File: config.mk
export PLATFORM = sky130hd
export DESIGN_NAME = tlb_lru_address_translate_unit
export DESIGN_NICKNAME = d
export VERILOG_FILES = /design/src/hdl/tlbl_pkg.sv /design/src/hdl/tlbl_ram.sv /design/src/hdl/tlbl_page_mod.sv /design/src/hdl/tlb_lru_address_translate_unit.sv
export SDC_FILE = /design/constraint.sdc
export NUM_CORES = 2
export LEC_CHECK = 0
export ABC_AREA = 1
export BUFFER_PORTS_ARGS = -buffer_cell sky130_fd_sc_hd__buf_2
export CAP_MARGIN = 15
export CORE_MARGIN = 2
export CORE_UTILIZATION = 60
export DETAILED_ROUTE_END_ITERATION = 16
export PLACE_DENSITY_LB_ADDON = 0.08
export SLEW_MARGIN = 5
export SYNTH_ARGS = -nofsm -noshare
export SYNTH_HDL_FRONTEND = slang
export SYNTH_SLANG_ARGS = --single-unit
export TNS_END_PERCENT = 30
File: constraint.sdc
create_clock -name clock -period 12.4 [get_ports clock]
set_input_delay 1.24 -clock clock [delete_from_list [all_inputs] [get_ports clock]]
set_output_delay 1.24 -clock clock [all_outputs]
set_load 0.02 [all_outputs]
File: src/hdl/tlbl_pkg.sv
package tlbl_pkg;

   localparam int ADDR_BITS = 16;

   // rsp_tuser bit positions
   localparam int HIT_BIT   = 0;
   localparam int FAULT_BIT = 1;
   localparam int USER_BITS = 2;

endpackage

File: src/hdl/tlbl_ram.sv
module tlbl_ram #(
   parameter int WIDTH = 8,
   parameter int DEPTH = 16
) (
   input  logic                     clock,
   input  logic                     wr_en,
   input  logic [$clog2(DEPTH)-1:0] wr_addr,
   input  logic [WIDTH-1:0]         wr_data,
   input  logic [$clog2(DEPTH)-1:0] rd_addr,
   output logic [WIDTH-1:0]         rd_data
);

   logic [WIDTH-1:0] mem_ff [DEPTH];
   logic [WIDTH-1:0] rd_data_ff;

   always_ff @(posedge clock) begin
      if (wr_en) begin
         mem_ff[wr_addr] <= wr_data;
      end
      rd_data_ff <= mem_ff[rd_addr];
   end

   assign rd_data = rd_data_ff;

endmodule

File: src/hdl/tlbl_page_mod.sv
module tlbl_page_mod #(
   parameter int OFFSET_BITS = 8,
   parameter int PAGE_COUNT  = 256
) (
   input  logic                                     clock,
   input  logic [tlbl_pkg::ADDR_BITS-OFFSET_BITS-1:0] page_raw,
   output logic [$clog2(PAGE_COUNT)-1:0]            page
);

   import tlbl_pkg::*;

   localparam int NB  = ADDR_BITS - OFFSET_BITS;
   localparam int PIB = $clog2(PAGE_COUNT);

   logic [PIB-1:0] page_ff;
   logic [PIB-1:0] page_in;

   generate
      if (PAGE_COUNT >= 2 ** NB) begin : g_direct
         assign page_in = PIB'(page_raw);
      end else begin : g_reduce
         // quotient by reciprocal multiply, exact for every NB-bit page
         localparam int SHIFT = NB + PIB;
         localparam int MULT  = (2 ** SHIFT) / PAGE_COUNT + 1;
         localparam int MB    = NB + 2;
         localparam int PB    = NB + MB;

         logic [PB-1:0] prod_ff;
         logic [PB-1:0] prod_in;
         logic [NB-1:0] quot;
         logic [NB-1:0] rem;

         assign prod_in = PB'(page_raw) * PB'(MULT);
         assign quot    = NB'(prod_ff >> SHIFT);
         assign rem     = page_raw - NB'(quot * PAGE_COUNT);
         assign page_in = PIB'(rem);

         always_ff @(posedge clock) begin
            prod_ff <= prod_in;
         end
      end
   endgenerate

   always_ff @(posedge clock) begin
      page_ff <= page_in;
   end

   assign page = page_ff;

endmodule

File: src/hdl/tlb_lru_address_translate_unit.sv
// Virtual to physical address translation with an LRU-managed TLB.
// req channel: one virtual address per item (page in the upper bits, offset
// in the lower OFFSET_BITS). rsp channel: one item per request carrying the
// physical address in tdata and the TLB hit and page fault flags in tuser.
// Each request is reduced to a page index, then one compare unit walks the
// TLB one entry a cycle, finding the matching entry and the LRU victim in
// the same pass. The commit state then updates ages, the TLB entry on a miss and the page map on a page fault.
// The TLB walk follows the page reduction (ST_MUL, ST_MOD) and the result is
// registered at commit; req_tready is low from accept until the commit is
// done, so one request is handled at a time.
// The result waits in an output register, so the next request is taken while
// it is held; if rsp_tready stays low the commit of that next request waits.
// Reset clears TLB valid bits, ages and counters, then sweeps the page map
// clear, one entry a cycle, over all PAGE_COUNT entries; req_tready stays low
// throughout the sweep.
module tlb_lru_address_translate_unit #(
   parameter int TLB_ENTRIES = 16,
   parameter int PAGE_COUNT  = 256,
   parameter int OFFSET_BITS = 8
) (
   input  logic                           clock,
   input  logic                           reset,
   input  logic                           req_tvalid,
   output logic                           req_tready,
   input  logic [tlbl_pkg::ADDR_BITS-1:0] req_tdata,  // [15:0] virtual_address
   output logic                           rsp_tvalid,
   input  logic                           rsp_tready,
   output logic [tlbl_pkg::ADDR_BITS-1:0] rsp_tdata,  // [15:0] physical_address
   output logic [tlbl_pkg::USER_BITS-1:0] rsp_tuser   // [0] tlb_hit, [1] page_fault
);

   import tlbl_pkg::*;

   localparam int FRAME_BITS = ADDR_BITS - OFFSET_BITS;
   localparam int PIB        = $clog2(PAGE_COUNT);
   localparam int IB         = $clog2(TLB_ENTRIES);
   localparam int CB         = $clog2(TLB_ENTRIES + 1);
   localparam int TW         = PIB + FRAME_BITS;
   localparam int MW         = FRAME_BITS + 1;

   localparam logic [IB-1:0]  LAST_IDX  = IB'(TLB_ENTRIES - 1);
   localparam logic [IB-1:0]  AGE_MAX   = IB'(TLB_ENTRIES - 1);
   localparam logic [CB-1:0]  FULL_CNT  = CB'(TLB_ENTRIES);
   localparam logic [PIB-1:0] LAST_PAGE = PIB'(PAGE_COUNT - 1);

   typedef enum logic [6:0] {
      ST_CLEAR  = 7'b0000001,
      ST_IDLE   = 7'b0000010,
      ST_MUL    = 7'b0000100,
      ST_MOD    = 7'b0001000,
      ST_SCAN   = 7'b0010000,
      ST_FINISH = 7'b0100000,
      ST_COMMIT = 7'b1000000
   } state_type;

   state_type             state_ff, state_in;
   logic [PIB-1:0]        clr_ff, clr_in;
   logic [IB-1:0]         idx_ff, idx_in;
   logic                  scan_vld_ff, scan_vld_in;
   logic [IB-1:0]         scan_idx_ff, scan_idx_in;
   logic                  hit_found_ff, hit_found_in;
   logic [IB-1:0]         hit_idx_ff, hit_idx_in;
   logic [IB-1:0]         hit_age_ff, hit_age_in;
   logic [FRAME_BITS-1:0] hit_frame_ff, hit_frame_in;
   logic                  vic_found_ff, vic_found_in;
   logic [IB-1:0]         vic_idx_ff, vic_idx_in;
   logic [IB-1:0]         vic_age_ff, vic_age_in;
   logic [TLB_ENTRIES-1:0] valid_ff, valid_in;
   logic [IB-1:0]         age_ff [TLB_ENTRIES];
   logic [IB-1:0]         age_in [TLB_ENTRIES];
   logic [CB-1:0]         fill_ff, fill_in;
   logic [FRAME_BITS-1:0] next_free_ff, next_free_in;
   logic [ADDR_BITS-1:0]  va_ff, va_in;
   logic                  rsp_valid_ff, rsp_valid_in;
   logic [ADDR_BITS-1:0]  rsp_data_ff, rsp_data_in;
   logic [USER_BITS-1:0]  rsp_user_ff, rsp_user_in;

   logic [PIB-1:0]        page_q;
   logic [TW-1:0]         tlb_rd_data;
   logic [PIB-1:0]        sc_tag;
   logic [FRAME_BITS-1:0] sc_frame;
   logic                  sc_valid;
   logic [IB-1:0]         sc_age;
   logic                  sc_hit;
   logic                  sc_vic;
   logic [MW-1:0]         map_rd_data;
   logic                  map_wr_en;
   logic [PIB-1:0]        map_wr_addr;
   logic [MW-1:0]         map_wr_data;
   logic                  full;
   logic                  map_hit;
   logic                  fault;
   logic                  fill_mode;
   logic [IB-1:0]         sel_idx;
   logic [IB-1:0]         prev_age;
   logic [FRAME_BITS-1:0] sel_frame;
   logic                  commit_go;
   logic                  tlb_wr_en;

   tlbl_page_mod #(
      .OFFSET_BITS (OFFSET_BITS),
      .PAGE_COUNT  (PAGE_COUNT)
   ) u_page_mod (
      .clock    (clock),
      .page_raw (va_ff[ADDR_BITS-1:OFFSET_BITS]),
      .page     (page_q)
   );

   tlbl_ram #(
      .WIDTH (TW),
      .DEPTH (TLB_ENTRIES)
   ) u_tlb_ram (
      .clock   (clock),
      .wr_en   (tlb_wr_en),
      .wr_addr (sel_idx),
      .wr_data ({page_q, sel_frame}),
      .rd_addr (idx_ff),
      .rd_data (tlb_rd_data)
   );

   tlbl_ram #(
      .WIDTH (MW),
      .DEPTH (PAGE_COUNT)
   ) u_map_ram (
      .clock   (clock),
      .wr_en   (map_wr_en),
      .wr_addr (map_wr_addr),
      .wr_data (map_wr_data),
      .rd_addr (page_q),
      .rd_data (map_rd_data)
   );

   // walk compare: first match, and oldest valid entry (lowest index on a tie)
   assign sc_tag   = tlb_rd_data[TW-1:FRAME_BITS];
   assign sc_frame = tlb_rd_data[FRAME_BITS-1:0];
   assign sc_valid = scan_vld_ff && valid_ff[scan_idx_ff];
   assign sc_age   = age_ff[scan_idx_ff];
   assign sc_hit   = sc_valid && (sc_tag == page_q) && !hit_found_ff;
   assign sc_vic   = sc_valid && (!vic_found_ff || (sc_age > vic_age_ff));

   assign full      = (fill_ff == FULL_CNT);
   assign map_hit   = map_rd_data[FRAME_BITS];
   assign fault     = !hit_found_ff && !map_hit;
   assign fill_mode = !hit_found_ff && !full;
   assign sel_idx   = hit_found_ff ? hit_idx_ff : (full ? vic_idx_ff : fill_ff[IB-1:0]);
   assign prev_age  = hit_found_ff ? hit_age_ff : vic_age_ff;
   assign sel_frame = hit_found_ff ? hit_frame_ff :
                      (map_hit ? map_rd_data[FRAME_BITS-1:0] : next_free_ff);
   assign commit_go = (state_ff == ST_COMMIT) && (!rsp_valid_ff || rsp_tready);
   assign tlb_wr_en = commit_go && !hit_found_ff;

   assign map_wr_en   = (state_ff == ST_CLEAR) || (commit_go && fault);
   assign map_wr_addr = (state_ff == ST_CLEAR) ? clr_ff : page_q;
   assign map_wr_data = (state_ff == ST_CLEAR) ? '0 : {1'b1, next_free_ff};

   always_comb begin
      state_in     = state_ff;
      clr_in       = clr_ff;
      idx_in       = idx_ff;
      scan_vld_in  = 1'b0;
      scan_idx_in  = idx_ff;
      hit_found_in = hit_found_ff;
      hit_idx_in   = hit_idx_ff;
      hit_age_in   = hit_age_ff;
      hit_frame_in = hit_frame_ff;
      vic_found_in = vic_found_ff;
      vic_idx_in   = vic_idx_ff;
      vic_age_in   = vic_age_ff;
      valid_in     = valid_ff;
      age_in       = age_ff;
      fill_in      = fill_ff;
      next_free_in = next_free_ff;
      va_in        = va_ff;
      rsp_valid_in = rsp_valid_ff;
      rsp_data_in  = rsp_data_ff;
      rsp_user_in  = rsp_user_ff;

      if (rsp_valid_ff && rsp_tready) begin
         rsp_valid_in = 1'b0;
      end

      if (sc_hit) begin
         hit_found_in = 1'b1;
         hit_idx_in   = scan_idx_ff;
         hit_age_in   = sc_age;
         hit_frame_in = sc_frame;
      end
      if (sc_vic) begin
         vic_found_in = 1'b1;
         vic_idx_in   = scan_idx_ff;
         vic_age_in   = sc_age;
      end

      case (state_ff)
         ST_CLEAR: begin
            clr_in = PIB'(clr_ff + 1'b1);
            if (clr_ff == LAST_PAGE) begin
               state_in = ST_IDLE;
            end
         end
         ST_IDLE: begin
            if (req_tvalid) begin
               va_in    = req_tdata;
               state_in = ST_MUL;
            end
         end
         ST_MUL: begin
            state_in = ST_MOD;
         end
         ST_MOD: begin
            idx_in       = '0;
            hit_found_in = 1'b0;
            vic_found_in = 1'b0;
            state_in     = ST_SCAN;
         end
         ST_SCAN: begin
            scan_vld_in = 1'b1;
            idx_in      = IB'(idx_ff + 1'b1);
            if (idx_ff == LAST_IDX) begin
               state_in = ST_FINISH;
            end
         end
         ST_FINISH: begin
            state_in = ST_COMMIT;
         end
         ST_COMMIT: begin
            if (commit_go) begin
               for (int i = 0; i < TLB_ENTRIES; i++) begin
                  if ((IB'(i) != sel_idx) && valid_ff[i] &&
                      (fill_mode || (age_ff[i] < prev_age)) &&
                      (age_ff[i] != AGE_MAX)) begin
                     age_in[i] = IB'(age_ff[i] + 1'b1);
                  end
               end
               age_in[sel_idx]   = '0;
               valid_in[sel_idx] = 1'b1;
               if (fill_mode) begin
                  fill_in = CB'(fill_ff + 1'b1);
               end
               if (fault) begin
                  next_free_in = FRAME_BITS'(next_free_ff + 1'b1);
               end
               rsp_valid_in           = 1'b1;
               rsp_data_in            = {sel_frame, va_ff[OFFSET_BITS-1:0]};
               rsp_user_in[HIT_BIT]   = hit_found_ff;
               rsp_user_in[FAULT_BIT] = fault;
               state_in               = ST_IDLE;
            end
         end
         default: begin
            state_in = ST_IDLE;
         end
      endcase
   end

   always_ff @(posedge clock) begin
      if (reset) begin
         state_ff     <= ST_CLEAR;
         clr_ff       <= '0;
         idx_ff       <= '0;
         scan_vld_ff  <= 1'b0;
         hit_found_ff <= 1'b0;
         vic_found_ff <= 1'b0;
         valid_ff     <= '0;
         fill_ff      <= '0;
         next_free_ff <= '0;
         rsp_valid_ff <= 1'b0;
         for (int i = 0; i < TLB_ENTRIES; i++) begin
            age_ff[i] <= '0;
         end
      end else begin
         state_ff     <= state_in;
         clr_ff       <= clr_in;
         idx_ff       <= idx_in;
         scan_vld_ff  <= scan_vld_in;
         hit_found_ff <= hit_found_in;
         vic_found_ff <= vic_found_in;
         valid_ff     <= valid_in;
         fill_ff      <= fill_in;
         next_free_ff <= next_free_in;
         rsp_valid_ff <= rsp_valid_in;
         age_ff       <= age_in;
      end
   end

   always_ff @(posedge clock) begin
      scan_idx_ff  <= scan_idx_in;
      hit_idx_ff   <= hit_idx_in;
      hit_age_ff   <= hit_age_in;
      hit_frame_ff <= hit_frame_in;
      vic_idx_ff   <= vic_idx_in;
      vic_age_ff   <= vic_age_in;
      va_ff        <= va_in;
      rsp_data_ff  <= rsp_data_in;
      rsp_user_ff  <= rsp_user_in;
   end

   assign req_tready = (state_ff == ST_IDLE);
   assign rsp_tvalid = rsp_valid_ff;
   assign rsp_tdata  = rsp_data_ff;
   assign rsp_tuser  = rsp_user_ff;

`ifndef SYNTHESIS
   // entries fill in index order, so valid marks track the fill count
   a_valid_count: assert property (@(posedge clock) disable iff (reset)
      $countones(valid_ff) == int'(fill_ff))
      else $error("TLB valid marks disagree with fill count");

   a_fill_bound: assert property (@(posedge clock) disable iff (reset)
      fill_ff <= FULL_CNT)
      else $error("TLB fill count beyond entry count");

   a_rsp_from_commit: assert property (@(posedge clock) disable iff (reset)
      $rose(rsp_valid_ff) |-> $past(state_ff == ST_COMMIT))
      else $error("result item raised outside commit");

   a_hit_no_fault: assert property (@(posedge clock) disable iff (reset)
      rsp_valid_ff |-> !(rsp_user_ff[HIT_BIT] && rsp_user_ff[FAULT_BIT]))
      else $error("TLB hit flagged together with page fault");
`endif

endmodule
==> impl_results.md <==
- Syn Nets: about 9900
- Die height: 440 um
- Synth Instances: 9825
- Req. time, crit path: between 10 and 15 ns
- Final ANT Viol Nets: 0
- Synthesized area: 0.114 mm^2
- Yosys warning count: 0
- Reg-to-Reg End: u_map_ram.mem_ff[202][7]
- Critical path endpoint category: flip-flop
- Core area: 0.190 mm^2
- Clk sinks: 2771
- Count leader, synth: edfxtp_1
- Yosys top cell by area: edfxtp_1
- Fin Setup TNS: 0 ns
- Number of synthesized register bits: 2771
- CP endpoint: u_map_ram.mem_ff[202][7]
- Nets: 9753
- Ranking of synthesized cells by area: edfxtp_1, nand3_1, nand2_1, dfxtp_1, clkbuf_1
- Post-CTS Hold Buffers: 0
- CTS tree: yes
- Clock slew at reported path FFs: 0.06 ns
- DRC Markers: 0
- Remaining global-route overflow: 0
- Min-delay worst type: reg -> reg
- Status: completed
- Number of global-route vias before repair: between 70000 and 80000
- Layout cells sized above 1: slightly below 7%
- Final wirelength: slightly above 300000 um
- Fmax: about 180 MHz
- Final Instance Area: 0.125 mm^2
- HPWL after DPL: 171000 um
- Max Buffers Root-to-Sink: 4
- Total track usage: a little under a third
- Max-slew violation count: 0
- Clk_skew: ~0.056 ns
- Cells on Worst Hold Path: 0
- Final worst path period need: between 5 and 6 ns
- Min Hold Slack: 0.327 ns
- FF-to-FF setup slack: 6.87 ns
- Crit Path Class: reg -> reg
- Fill cells: 14000
- Synth Area in Simple Gates: about a fifth
- Mean Syn Cell Area: 11.6 um^2
- Worst R2R Path Depth: 10
- Synth top area share: 68.9%
- Maximum VDD drop: 143 uV
- Clock Tree Root: clkbuf_16
- Post-CTS resize count: 0
- Fin. Hold Viols: 0
- Main synth FF type: edfxtp_1
- Pwr dens: 154 mW/mm^2
- # port buffers: 39
- Cell area after placement: between 0.1 and 0.15 mm^2
- Largest family of logic cells by synthesized area: simple AND/OR/NAND/NOR gates
- DRT iter0 DRCs: 9784
- Period utilization: ~45%
- XOR/XNOR share of the synthesized area: 0.276%
- Synth async-reset ratio: 0%
- Skew-Pair Late Insertion Delay: 0.95 ns
- Final core utilization: 66.0%
- Worst setup SP type: flip-flop
- Setup ws final: between 6 and 7 ns
- Post-synthesis compound-gate area fraction: 2.37%
- Max-cap viol count: 0
- Worst setup startpoint: state_ff[5]
- Vias: 76500
- RSZ-0062 raised after global routing: false
- Yosys cell types: 44
- Max-slew headroom: approximately a fifth
- Reg-to-Reg Start: state_ff[5]
- Post CTS Setup Buffer Count: 0
- Initial antenna violation count: 11
- WP data arrival: 6.06 ns
- Mux cell area share after synthesis: 0.562%
- DIE WIDTH: 440 um
- Rows: 160
- Worst Max-Slew Pin Slew: 1.20 ns
- Htree depth: 5
- Area delta synth->final: 9.70%
- Wire length per cell: 25.0 um
- EDFF count, synth: 2618
- Io pins: 40
- Post-synthesis adder-cell area fraction: 0.801%
- Setup Viol. Count Final: 0
- CTS Buf Count: about 290
- Vias per std cell: approximately 6
- 1st-pass router iterations: 6
- Gpl congestion: 0.902
- Largest net degree at the start of global routing: 187
- First-pass GRT wire length: around 460000 um
- Sequential share of the synthesized area: 71.6%
- Leakage: 44.3 nW
- Initial Util: 60.2%
- Place WS: around 6.9 ns
- Die ar.: 0.194 mm^2
- Commonest cells post-synth: edfxtp_1, nand2_1, nand3_1, clkbuf_1, nor2_1
- Critical-path maximum fanout: 90
[routing by layer]
metal  part of all wire, %  track usage [%]  vias to the layer above  wire [um]
met4                   4.4             13.8                        6      13500
met1                    39             43.8                    37300     121000
met2                    47             49.5                     3940     145000
met3                   9.8             6.33                      696      30400
met5                 0.014                0                        -         42
li1                      -                -                    34600          -
[report_power, final]
part	switching, mW	internal, mW
logic	0.554	0.0978
clock network	3.50	4.88
registers	0.0245	10.3
[layout by cell type, fill, tap and decap left out, drive strengths merged, types with 3 or more instances in the layout]
| cell type | n |
|---|---|
| diode | 4 |
| nand4 | 23 |
| a21oi | 215 |
| nor2 | 408 |
| bufinv | 20 |
| nand3 | 2455 |
| xnor2 | 16 |
| o21ai | 176 |
| nand2 | 2615 |
| clkbuf | 374 |
| o221ai | 3 |
| clkinv | 109 |
| buf | 167 |
| nor4 | 6 |
| o211ai | 73 |
| xor2 | 20 |
| o21bai | 3 |
| edfxtp | 2618 |
| nor3 | 24 |
| clkinvlp | 6 |
| o22ai | 6 |
| a31oi | 4 |
| dfxtp | 153 |
| ha | 73 |
| inv | 232 |
| mux2i | 64 |
[sequential cells by signal, indices dropped and copies added (netlist names), 2 cells and up]
name	cells
hit_age_ff	4
u_tlb_ram.rd_data	16
next_free_ff	8
u_page_mod.page	8
age_ff	64
rsp_tuser	2
state_ff	7
va_ff	16
fill_ff	5
idx_ff	4
scan_idx_ff	4
rsp_tdata	16
u_map_ram.rd_data	9
vic_age_ff	4
hit_frame_ff	8
hit_idx_ff	4
u_tlb_ram.mem_ff	256
valid_ff	16
u_map_ram.mem_ff	2304
clr_ff	8
vic_idx_ff	4
[worst min path at each step]
stage / startpoint / to / slack (ns)
2_1_floorplan: va_ff[8] / u_page_mod.page[0] / 0.32
3_3_place_gp: va_ff[14] / u_page_mod.page[6] / 0.33
3_5_place_dp: va_ff[14] / u_page_mod.page[6] / 0.33
4_1_cts: va_ff[12] / u_page_mod.page[4] / 0.33
5_1_grt: va_ff[12] / u_page_mod.page[4] / 0.35
6_report: va_ff[12] / u_page_mod.page[4] / 0.33
[through the flow]
stage | instances | total power [mW]
after floorplan | 9825 | 10.8
after global placement | 11900 | 11.1
after detailed placement | 11900 | 11.1
after CTS | 12400 | 19.4
after global routing | 12400 | 19.7
final | 12400 | 19.3
[final cells by class]
class	instances	area, um^2	share of cell area (%)
Timing Repair Buffer	167	1340	1.07
Clock buffer	374	7860	6.28
Multi-Input combinational cell	6192	29000	23.2
Inverter	234	907	0.725
Sequential cell	2771	81700	65.3
Antenna cell	4	10.0	0.00800
Tap cell	2511	3140	2.51
Clock inverter	133	1150	0.918
[cell families (layout without fill, tap and decap cells)]
| kind of cell | after synthesis | count (layout) |
|---|---|---|
| simple gates | 5536 | 5536 |
| flops | 2771 | 2771 |
| buf+inv | 862 | 908 |
| compound gates | 483 | 483 |
| fa+ha+maj | 73 | 73 |
| mux | 64 | 64 |
| xor+xnor | 36 | 36 |
| other cells | 0 | 4 |
[critical path: stages (launching register included)]
cell	delay (ns)
dfxtp_1	0.36
inv_1	0.09
nand2_2	0.10
inv_2	0.06
nand4_4	0.45
buf_4	0.95
buf_4	0.85
o21ai_2	0.17
nor2_2	0.30
nand3_2	0.56
nor4_2	0.99
(Power assumes the default switching activity.)
